<file path="src/rtl/dcpid_pkg.sv">
// dcpid_pkg: shared widths, register indexes and control types of the
// dual channel pid speed controller; used by every module under rtl

package dcpid_pkg;

    // fixed point format of the gains
    localparam int GAIN_FRAC_BITS = 6;

    // field and datapath widths
    localparam int GAIN_W  = 16;
    localparam int DATA_W  = 16;
    localparam int LIM_W   = 15;
    localparam int ERR_W   = DATA_W + 1;
    localparam int PROD_W  = GAIN_W + ERR_W + 1;
    localparam int ACC_W   = PROD_W + 2;

    // configuration port
    localparam int CFG_IDX_W  = 3;
    localparam int CFG_DATA_W = 16;

    localparam logic [CFG_IDX_W-1:0] REG_KP_A      = 3'd0;
    localparam logic [CFG_IDX_W-1:0] REG_KP_B      = 3'd1;
    localparam logic [CFG_IDX_W-1:0] REG_KI_A      = 3'd2;
    localparam logic [CFG_IDX_W-1:0] REG_KI_B      = 3'd3;
    localparam logic [CFG_IDX_W-1:0] REG_KD_A      = 3'd4;
    localparam logic [CFG_IDX_W-1:0] REG_KD_B      = 3'd5;
    localparam logic [CFG_IDX_W-1:0] REG_OUT_LIMIT = 3'd6;

    // register reset values
    localparam logic [GAIN_W-1:0] KP_RESET    = 16'd6400;
    localparam logic [GAIN_W-1:0] KI_RESET    = 16'd0;
    localparam logic [GAIN_W-1:0] KD_RESET    = 16'd64;
    localparam logic [LIM_W-1:0]  LIMIT_RESET = 15'd7000;

    // gains of one channel
    typedef struct packed {
        logic [GAIN_W-1:0] kp;
        logic [GAIN_W-1:0] ki;
        logic [GAIN_W-1:0] kd;
    } gains_t;

    // pipeline load strobes shared by both lanes
    typedef struct packed {
        logic load_in;
        logic load_mul;
    } lane_ctrl_t;

endpackage

</file>
<file path="src/rtl/dcpid_merge.sv">
// dcpid_merge: joins the two lane results into one registered drive
// request and holds it against stall; depends on dcpid_pkg

module dcpid_merge (
    input  logic                                clk,
    input  logic                                rst_n,
    input  logic                                lanes_valid,
    input  logic signed [dcpid_pkg::DATA_W-1:0] lane_drive_a,
    input  logic signed [dcpid_pkg::DATA_W-1:0] lane_drive_b,
    input  logic                                drive_stall,
    output logic                                advance,
    output logic                                drive_valid,
    output logic signed [dcpid_pkg::DATA_W-1:0] drive_a,
    output logic signed [dcpid_pkg::DATA_W-1:0] drive_b
);

    logic                                valid_reg;
    logic signed [dcpid_pkg::DATA_W-1:0] drive_a_reg;
    logic signed [dcpid_pkg::DATA_W-1:0] drive_b_reg;

    // output register is free when empty or being taken
    assign advance = !valid_reg || !drive_stall;

    always_ff @(posedge clk or negedge rst_n)
    begin
        if (!rst_n)
        begin
            valid_reg <= 1'b0;
        end
        else if (advance)
        begin
            valid_reg <= lanes_valid;
        end
    end

    // result payload
    always_ff @(posedge clk)
    begin
        if (advance && lanes_valid)
        begin
            drive_a_reg <= lane_drive_a;
            drive_b_reg <= lane_drive_b;
        end
    end

    assign drive_valid = valid_reg;
    assign drive_a     = drive_a_reg;
    assign drive_b     = drive_b_reg;

endmodule

</file>
<file path="config.mk">
export PLATFORM = sky130hd
export DESIGN_NAME = dcpid_merge
export DESIGN_NICKNAME = d
export VERILOG_FILES = /design/src/rtl/dcpid_pkg.sv /design/src/rtl/dcpid_merge.sv
export SDC_FILE = /design/constraint.sdc
export NUM_CORES = 1
export LEC_CHECK = 0
export BUFFER_PORTS_ARGS = -buffer_cell sky130_fd_sc_hd__buf_2
export CORE_MARGIN = 2
export CORE_UTILIZATION = 39
export CTS_CLUSTER_DIAMETER = 80
export DETAILED_ROUTE_END_ITERATION = 10
export PLACE_DENSITY = 0.83
export SYNTH_ARGS = -nofsm -noshare
export SYNTH_HDL_FRONTEND = slang
export SYNTH_SLANG_ARGS = --single-unit
</file>
<file path="constraint.sdc">
create_clock -name clk -period 2.44 [get_ports clk]
set_input_delay 0.244 -clock clk [delete_from_list [all_inputs] [get_ports clk]]
set_output_delay 0.244 -clock clk [all_outputs]
set_load 0.01 [all_outputs]
</file>
==> flow_summary.json, run 1 <==
{
  "status": "complete, no violations",
  "cts-resized-gates": 0,
  "cp-start-kind": "register",
  "worst_ep_required_time_ps": 2450,
  "synth_area_um2": 1010,
  "synth_top_family_by_area": "compound AO/OA/AOI/OAI gates",
  "crit_chain": "a21boi_4, buf_4",
  "power_density_nw_per_um2": 705,
  "synthCells": 36,
  "overflow": 0,
  "layout.nets": 150,
  "clk-insertion-delay-late_ps": 320,
  "cts_buffers": 5,
  "numClockSinks": 33,
  "synth_mux_area_share_pct": 0,
  "ctsHoldBuffers": 1,
  "synth_compound_area_share_pct": 1.86,
  "cts_root_buffer": "clkbuf_4",
  "pwr-share-clk_pct": 26.4,
  "fin_ws_ps": 926,
  "cts_setup_buffers": 0,
  "synth.distinct_cells": 5,
  "netSwitchingPower_uw": 216,
  "placed_cells": 136,
  "finalSetupTns_ps": 0,
  "critical_path_buf_inv_count": 1,
  "antenna_found_initial": 0,
  "ys_ff_latch": 33,
  "p_comb_share_pct": 9.1,
  "fp.dieW_um": 54.9,
  "drt-pass1-iter-count": 2,
  "globalplace.congestion": 0.680,
  "grt_pass1_vias": 625,
  "critPathKind": "reg2reg",
  "drc": 0,
  "ys_warn_count": 0,
  "postRouteAntennaNets": 0,
  "vias": 645,
  "fin_skew_ps": 8.90,
  "viasPerCell": 4.45,
  "p_seq_share_pct": 64.5,
  "min_path_type": "in2reg",
  "crit_arrival_ps": 1520,
  "avgSynthCellArea_um2": 28.0,
  "layout-drive-gt1-share_pct": 66.1,
  "grt_setup_unrepaired": "no",
  "hold_violations": 0,
  "wire_per_inst_um": 12.9,
  "final_cells": 145,
  "p_sw_share_pct": 20.9,
  "clockBufferDepth": 2,
  "end_kind": "register",
  "die_y_um": 54.9,
  "peakVddDrop_uv": 575,
  "p_int_uw": 817,
  "cts_tree": "done",
  "slew_headroom_pct": 72.8,
  "drt_wl_total_mm": 1.88,
  "slew_viol_final": 0,
  "area_growth_pct": 45.3,
  "initial_utilization_pct": 41.1,
  "synth_simple_gate_area_share_pct": 0.372,
  "synth_fa_ha_area_share_pct": 0,
  "fmax_mhz": 660,
  "finalSetupViolCount": 0,
  "cts-htree-levels": 2,
  "timing.final.crit_period_ps": 1510,
  "crit_family": "flip-flops",
  "grt_use_total_pct": 13.8,
  "antenna_cells": 0,
  "grt_first_pass_wirelength_mm": 2.59,
  "dieArea_um2": 3010,
  "most-common-layout-cells": "buf_2, edfxtp_1, clkbuf_4",
  "fp.coreArea_um2": 2450,
  "grt_max_degree": 22,
  "yosysSeqAreaShare_pct": 97.8,
  "maxCapViolCount": 0,
  "synth_xor_area_share_pct": 0,
  "port_buffers": 69,
  "final_common_cell": "buf_2",
  "slowest_delay_ps": 440,
  "std_cell_rows": 18,
  "place_ws_ps": 934,
  "leakagePower_nw": 0.638,
  "tightest_slew_ps": 407,
  "drt_iter0_markers": 13,
  "io_pins": 70,
  "crit_slowest_cell": "dfrtp_1",
  "synth_fp_nets": 72,
  "cp_max_fo": 21,
  "path_clk_slew_ps": 90,
  "fin_crit_sh_pct": 62.1
}
-- worst register-to-register path: cells and delay by family (launching register included) --
family	cells	cell delay, ps
flops	1	440
buf+inv	1	360
compound gates	1	400
-- synth_stat cells, drive strengths merged --
| cell type | count | area, µm² |
|---|---|---|
| a21o | 1 | 7.51 |
| a21boi | 1 | 11.3 |
| dfrtp | 1 | 25.0 |
| nand2 | 1 | 3.75 |
| edfxtp | 32 | 961 |
-- final timing paths --
check / cells past startpoint / slack (ps) / start / to
max: 2 / 930 / drive_valid / drive_b[13]
min: 1 / 90 / lane_drive_a[2] / drive_a[2]
max reg2reg: 2 / 930 / drive_valid / drive_b[13]
min reg2reg: 1 / 610 / drive_valid / drive_valid
max in group asynchronous: 2 / 2160 / rst_n / drive_valid
min in group asynchronous: 2 / 200 / rst_n / drive_valid
-- layout make-up --
type                            instances  area (µm²)
Multi-Input combinational cell          3        30.0
Sequential cell                        33         986
Tap cell                               30        37.5
Fill cell                             187         990
Clock buffer                            8        48.8
Timing Repair Buffer                   71         363
-- per-layer routing --
metal	global-route usage (%)	part of all wire, %
met5	0	0
met4	7.92	2.2
met3	11.2	17
met2	19.8	45
met1	13.6	36
-- power by group through the flow --
stage,Sequential (mW),Combinational [mW],Clock (mW)
global placement,0.679,0.0898,0
CTS,0.667,0.0956,0.287
global route,0.669,0.103,0.309
finish,0.666,0.0937,0.273
detailed placement,0.679,0.0940,0
floorplan,0.698,0.0126,0
-- per-stage QoR --
stage                     power, mW  hold slack, ps  util [%]  cell area (µm²)
after global routing           1.08            65.9      59.7             1470
after detailed placement      0.773            20.5      57.3             1410
after CTS                      1.05            73.7      59.7             1470
final                          1.03            89.8      59.7             1470
after floorplan               0.710           -51.6         -             1010
after global placement        0.768            18.7      57.3             1410
-- kinds of logic (layout without fill, tap and decap cells) --
group,Yosys count,in the layout
buffers and inverters,0,79
DFF,33,33
and+or+nand+nor,1,1
AOI/OAI and AO/OA,2,2
No activity file was read; power rests on OpenSTA's default activity.
==> inputs of run 2 (changes only) <==
--- a/config.mk
+++ b/config.mk
@@ -7,10 +7,10 @@
 export LEC_CHECK = 0
 export BUFFER_PORTS_ARGS = -buffer_cell sky130_fd_sc_hd__buf_2
 export CORE_MARGIN = 2
-export CORE_UTILIZATION = 39
+export CORE_UTILIZATION = 35
 export CTS_CLUSTER_DIAMETER = 80
 export DETAILED_ROUTE_END_ITERATION = 10
-export PLACE_DENSITY = 0.83
+export PLACE_DENSITY = 0.79
 export SYNTH_ARGS = -nofsm -noshare
 export SYNTH_HDL_FRONTEND = slang
 export SYNTH_SLANG_ARGS = --single-unit
==> constraint.sdc (replaced) <==
create_clock -name clk -period 1.37 [get_ports clk]
set_input_delay 0.137 -clock clk [delete_from_list [all_inputs] [get_ports clk]]
set_output_delay 0.137 -clock clk [all_outputs]
set_load 0.01 [all_outputs]
==> flow_summary.json, run 2 (same netlist as run 1, synthesis figures left out) <==
{
  "cts_setup_buffers": 0,
  "initial_utilization_pct": 36.6,
  "multi_input_area_um2": 30.0,
  "fp.dieW_um": 57.7,
  "final_common_cell": "buf_2",
  "regToRegEndpoint": "drive_a[9]",
  "fmax_mhz": 849,
  "clk-insertion-delay-late_ps": 330,
  "vias": 773,
  "std_cell_rows": 19,
  "layout.nets": 183,
  "fin_skew_ps": 14.9,
  "grt_setup_unrepaired": "no",
  "layout-drive-gt1-share_pct": 54.1,
  "reg2reg_from": "drive_valid",
  "global_route.usage.met1_pct": 17.9,
  "numClockSinks": 33,
  "antenna_found_initial": 0,
  "antenna_cells": 0,
  "viasPerCell": 4.32,
  "dpl_cell_area_um2": 1420,
  "finalSetupTns_ps": 0,
  "cts_root_buffer": "clkbuf_4",
  "cp_max_fo": 32,
  "fin_area_um2": 1850,
  "ctsHoldBuffers": 34,
  "dieArea_um2": 3330,
  "worst_ep_required_time_ps": 1400,
  "critPathKind": "in2reg",
  "ff2ff_path_depth": 2,
  "globalplace.congestion": 0.706,
  "io_pins": 70,
  "cp-start-kind": "input port",
  "grt_max_degree": 33,
  "fin_crit_sh_pct": 86.0,
  "path_clk_slew_ps": 110,
  "fp.coreArea_um2": 2760,
  "power_density_nw_per_um2": 1190,
  "placed_cells": 137,
  "port_buffers": 69,
  "drt_iter0_markers": 8,
  "status": "complete, no violations",
  "crit_arrival_ps": 1210,
  "leakagePower_nw": 0.797,
  "grt_pass1_vias": 800,
  "r2r_slack_ps": 220,
  "whs_endpoint": "drive_valid",
  "hold_depth": 2,
  "fillers": 194,
  "postRouteAntennaNets": 0,
  "final_cells": 179,
  "cts-resized-gates": 0,
  "min_path_type": "in2reg",
  "area.sequential_um2": 987,
  "slew_headroom_pct": 88.9,
  "drc": 0,
  "slew_viol_final": 0,
  "overflow": 0,
  "grt_use_total_pct": 16.5,
  "drt_wl_total_mm": 2.44,
  "area_growth_pct": 83.5,
  "hold_violations": 0,
  "most-common-layout-cells": "buf_2, dlygate4sd3_1, edfxtp_1",
  "use_met2_pct": 23.9,
  "cts_buffers": 5,
  "peakVddDrop_uv": 1080,
  "post-route-util_pct": 67.1,
  "maxCapViolCount": 0,
  "die_y_um": 57.7,
  "top_usage_layer": "met2",
  "grt_first_pass_wirelength_mm": 3.78,
  "min_from": "drive_stall",
  "met3_usage_pct": 12.9,
  "timing.final.crit_period_ps": 1180,
  "end_kind": "register",
  "drt-pass1-iter-count": 4,
  "clockBufferDepth": 2,
  "finalSetupViolCount": 0,
  "cts-htree-levels": 2,
  "tightest_slew_ps": 166,
  "cts_tree": "done",
  "wire_per_inst_um": 13.6
}
run 2: per-layer routing:
layer	up-vias	share of wire [%]
met5	-	0
met4	0	0.74
met3	2	16
met2	52	48
met1	351	35
li1	368	-
run 2: worst max path at each step:
stage	end	start	slack, ps
2_1_floorplan	drive_a[0]	drive_valid	-80
3_3_place_gp	drive_b[11]	drive_valid	280
3_5_place_dp	drive_b[5]	drive_valid	260
4_1_cts	advance	drive_valid	240
5_1_grt	advance	drive_valid	140
6_report	drive_a[9]	lanes_valid	190
run 2: final cells by class:
type,instances,area share [%]
repair buffers,104,38.1
clock inverters,2,2.03
clock buffers,6,2.77
flip-flops and latches,33,53.3
multi-input cells,3,1.62
well taps,31,2.10
run 2: through the flow:
stage          hold slack, ps  worst slack, ps  total power, mW
6_report                 81.9              192             2.19
5_1_grt                  63.2              135             2.29
4_1_cts                  63.9              244             2.21
3_5_place_dp            -85.8              265             1.38
3_3_place_gp            -88.0              278             1.37
2_1_floorplan            -159            -81.2             1.27
run 2: worst max-delay path, stage by stage:
cell	delay, ps
dlygate4sd3_1	530
buf_2	120
a21boi_4	190
buf_12	220
run 2: power by group:
group	switching, mW	internal [mW]	total, mW
Sequential	0.0139	1.17	1.19
Clock	0.324	0.434	0.757
Combinational	0.105	0.145	0.250
Total	0.442	1.75	2.19
==> inputs of run 3 (changes only) <==
==> constraint.sdc (replaced) <==
create_clock -name clk -period 1.05 [get_ports clk]
set_input_delay 0.105 -clock clk [delete_from_list [all_inputs] [get_ports clk]]
set_output_delay 0.105 -clock clk [all_outputs]
set_load 0.01 [all_outputs]
==> flow_summary.json, run 3 (same netlist as run 1, synthesis figures left out) <==
{
  "antenna_cells": 0,
  "viasPerCell": 4.36,
  "tightest_slew_ps": 218,
  "cts_root_buffer": "clkbuf_4",
  "crit_arrival_ps": 1060,
  "grt_use_total_pct": 15.7,
  "fmax_mhz": 860,
  "worst_ep_required_time_ps": 940,
  "cts_tree": "done",
  "fp.coreArea_um2": 2760,
  "numClockSinks": 33,
  "path_clk_slew_ps": 100,
  "violations": "negative setup slack",
  "fp.dieW_um": 57.7,
  "reg2reg_from": "drive_valid",
  "clk-insertion-delay-late_ps": 330,
  "end_kind": "output port",
  "leakagePower_nw": 0.824,
  "r2r_slack_ps": -100,
  "drt-pass1-iter-count": 4,
  "fin_skew_ps": 12.4,
  "ff2ff_path_depth": 2,
  "antenna_found_initial": 0,
  "globalplace.congestion": 0.706,
  "fin_ws_ps": -113,
  "area_growth_pct": 89.1,
  "dieArea_um2": 3330,
  "grt_max_degree": 33,
  "critPathKind": "reg2out",
  "wire_per_inst_um": 13.5,
  "slew_viol_final": 0,
  "timing.final.crit_period_ps": 1160,
  "most-common-layout-cells": "buf_2, dlygate4sd3_1, edfxtp_1",
  "place_ws_ps": -40.9,
  "layout.nets": 186,
  "power_density_nw_per_um2": 1520,
  "die_y_um": 57.7,
  "p_total_mw": 2.90,
  "final_cells": 182,
  "drt_wl_total_mm": 2.47,
  "postRouteAntennaNets": 0,
  "port_buffers": 69,
  "endpoint": "advance",
  "drt_iter0_markers": 5,
  "grt_pass1_vias": 849,
  "grt_first_pass_wirelength_mm": 3.63,
  "overflow": 0,
  "initial_utilization_pct": 36.6,
  "placed_cells": 138,
  "finalSetupViolCount": 34,
  "maxCapViolCount": 0,
  "critical_path.startpoint": "drive_valid",
  "cts_buffers": 5,
  "status": "finished, violations left",
  "regToRegEndpoint": "drive_b[0]",
  "peakVddDrop_uv": 1620,
  "min_path_type": "in2async",
  "clockBufferDepth": 2,
  "io_pins": 70,
  "final_common_cell": "buf_2",
  "grt_setup_unrepaired": "yes",
  "cts-htree-levels": 2,
  "fin_crit_sh_pct": 111,
  "cp-start-kind": "register",
  "finalSetupTns_ps": -2950,
  "hold_violations": 0,
  "cp_max_fo": 3,
  "layout-drive-gt1-share_pct": 55.6,
  "std_cell_rows": 19,
  "fin_area_um2": 1910,
  "drc": 0,
  "slew_headroom_pct": 85.4,
  "vias": 793,
  "cts_setup_buffers": 0,
  "dpl_cell_area_um2": 1430
}
## run 3: cell types whose count changed in the layout (fill, tap and decap cells not counted), sizes merged
cell    previous run  this run
buf               70        72
clkbuf             6         7
## run 3: metal layers
metal	GRT usage [%]	wire, µm	vias to the layer above
li1	-	-	373
met4	8.97	54	0
met1	16.7	963	362
met3	10.5	334	6
met2	23.2	1110	52
met5	0	0	-
## run 3: how the worst min path moves through the flow
stage / start / cells after the start / slack, ps / to
after global routing: rst_n / 2 / 70 / drive_valid
after CTS: rst_n / 2 / 40 / drive_valid
after floorplan: rst_n / 0 / -190 / drive_valid
after global placement: rst_n / 1 / -120 / drive_valid
final: rst_n / 2 / 90 / drive_valid
after detailed placement: rst_n / 1 / -120 / drive_valid
## run 3: cell type report
cell class                 instances  area (µm²)
sequential                        33         987
fill                             183         851
timing repair buffer             107         759
clock buffer                       6        51.3
tap                               31        38.8
clock inverter                     2        37.5
multi-input combinational          3        32.5
## run 3: through the flow
| step | utilization, % | hold WS, ps |
|---|---|---|
| detailed placement | 51.8 | -118 |
| global route | 69.1 | 65.6 |
| floorplan | - | -191 |
| global placement | 51.8 | -120 |
| finish | 69.1 | 86.5 |
| CTS | 67.8 | 43.9 |
## run 3: worst max-delay path, stage by stage, from the launching register on
cell,delay (ps)
dfrtp_2,440
buf_6,130
nand2_2,60
buf_6,90
## run 3: what timing repair did
action                     4_1_cts  5_1_grt
hold buffers                    34        0
hold endpoints to repair        34        0
setup endpoints to repair       34       34
gates cloned                     0        2
gates resized for setup          3        0
## run 3: power breakdown
group	internal [mW]	switching [mW]	total, mW
Combinational	0.213	0.143	0.356
Clock	0.566	0.428	0.993
Sequential	1.53	0.0177	1.55
Total	2.31	0.589	2.90
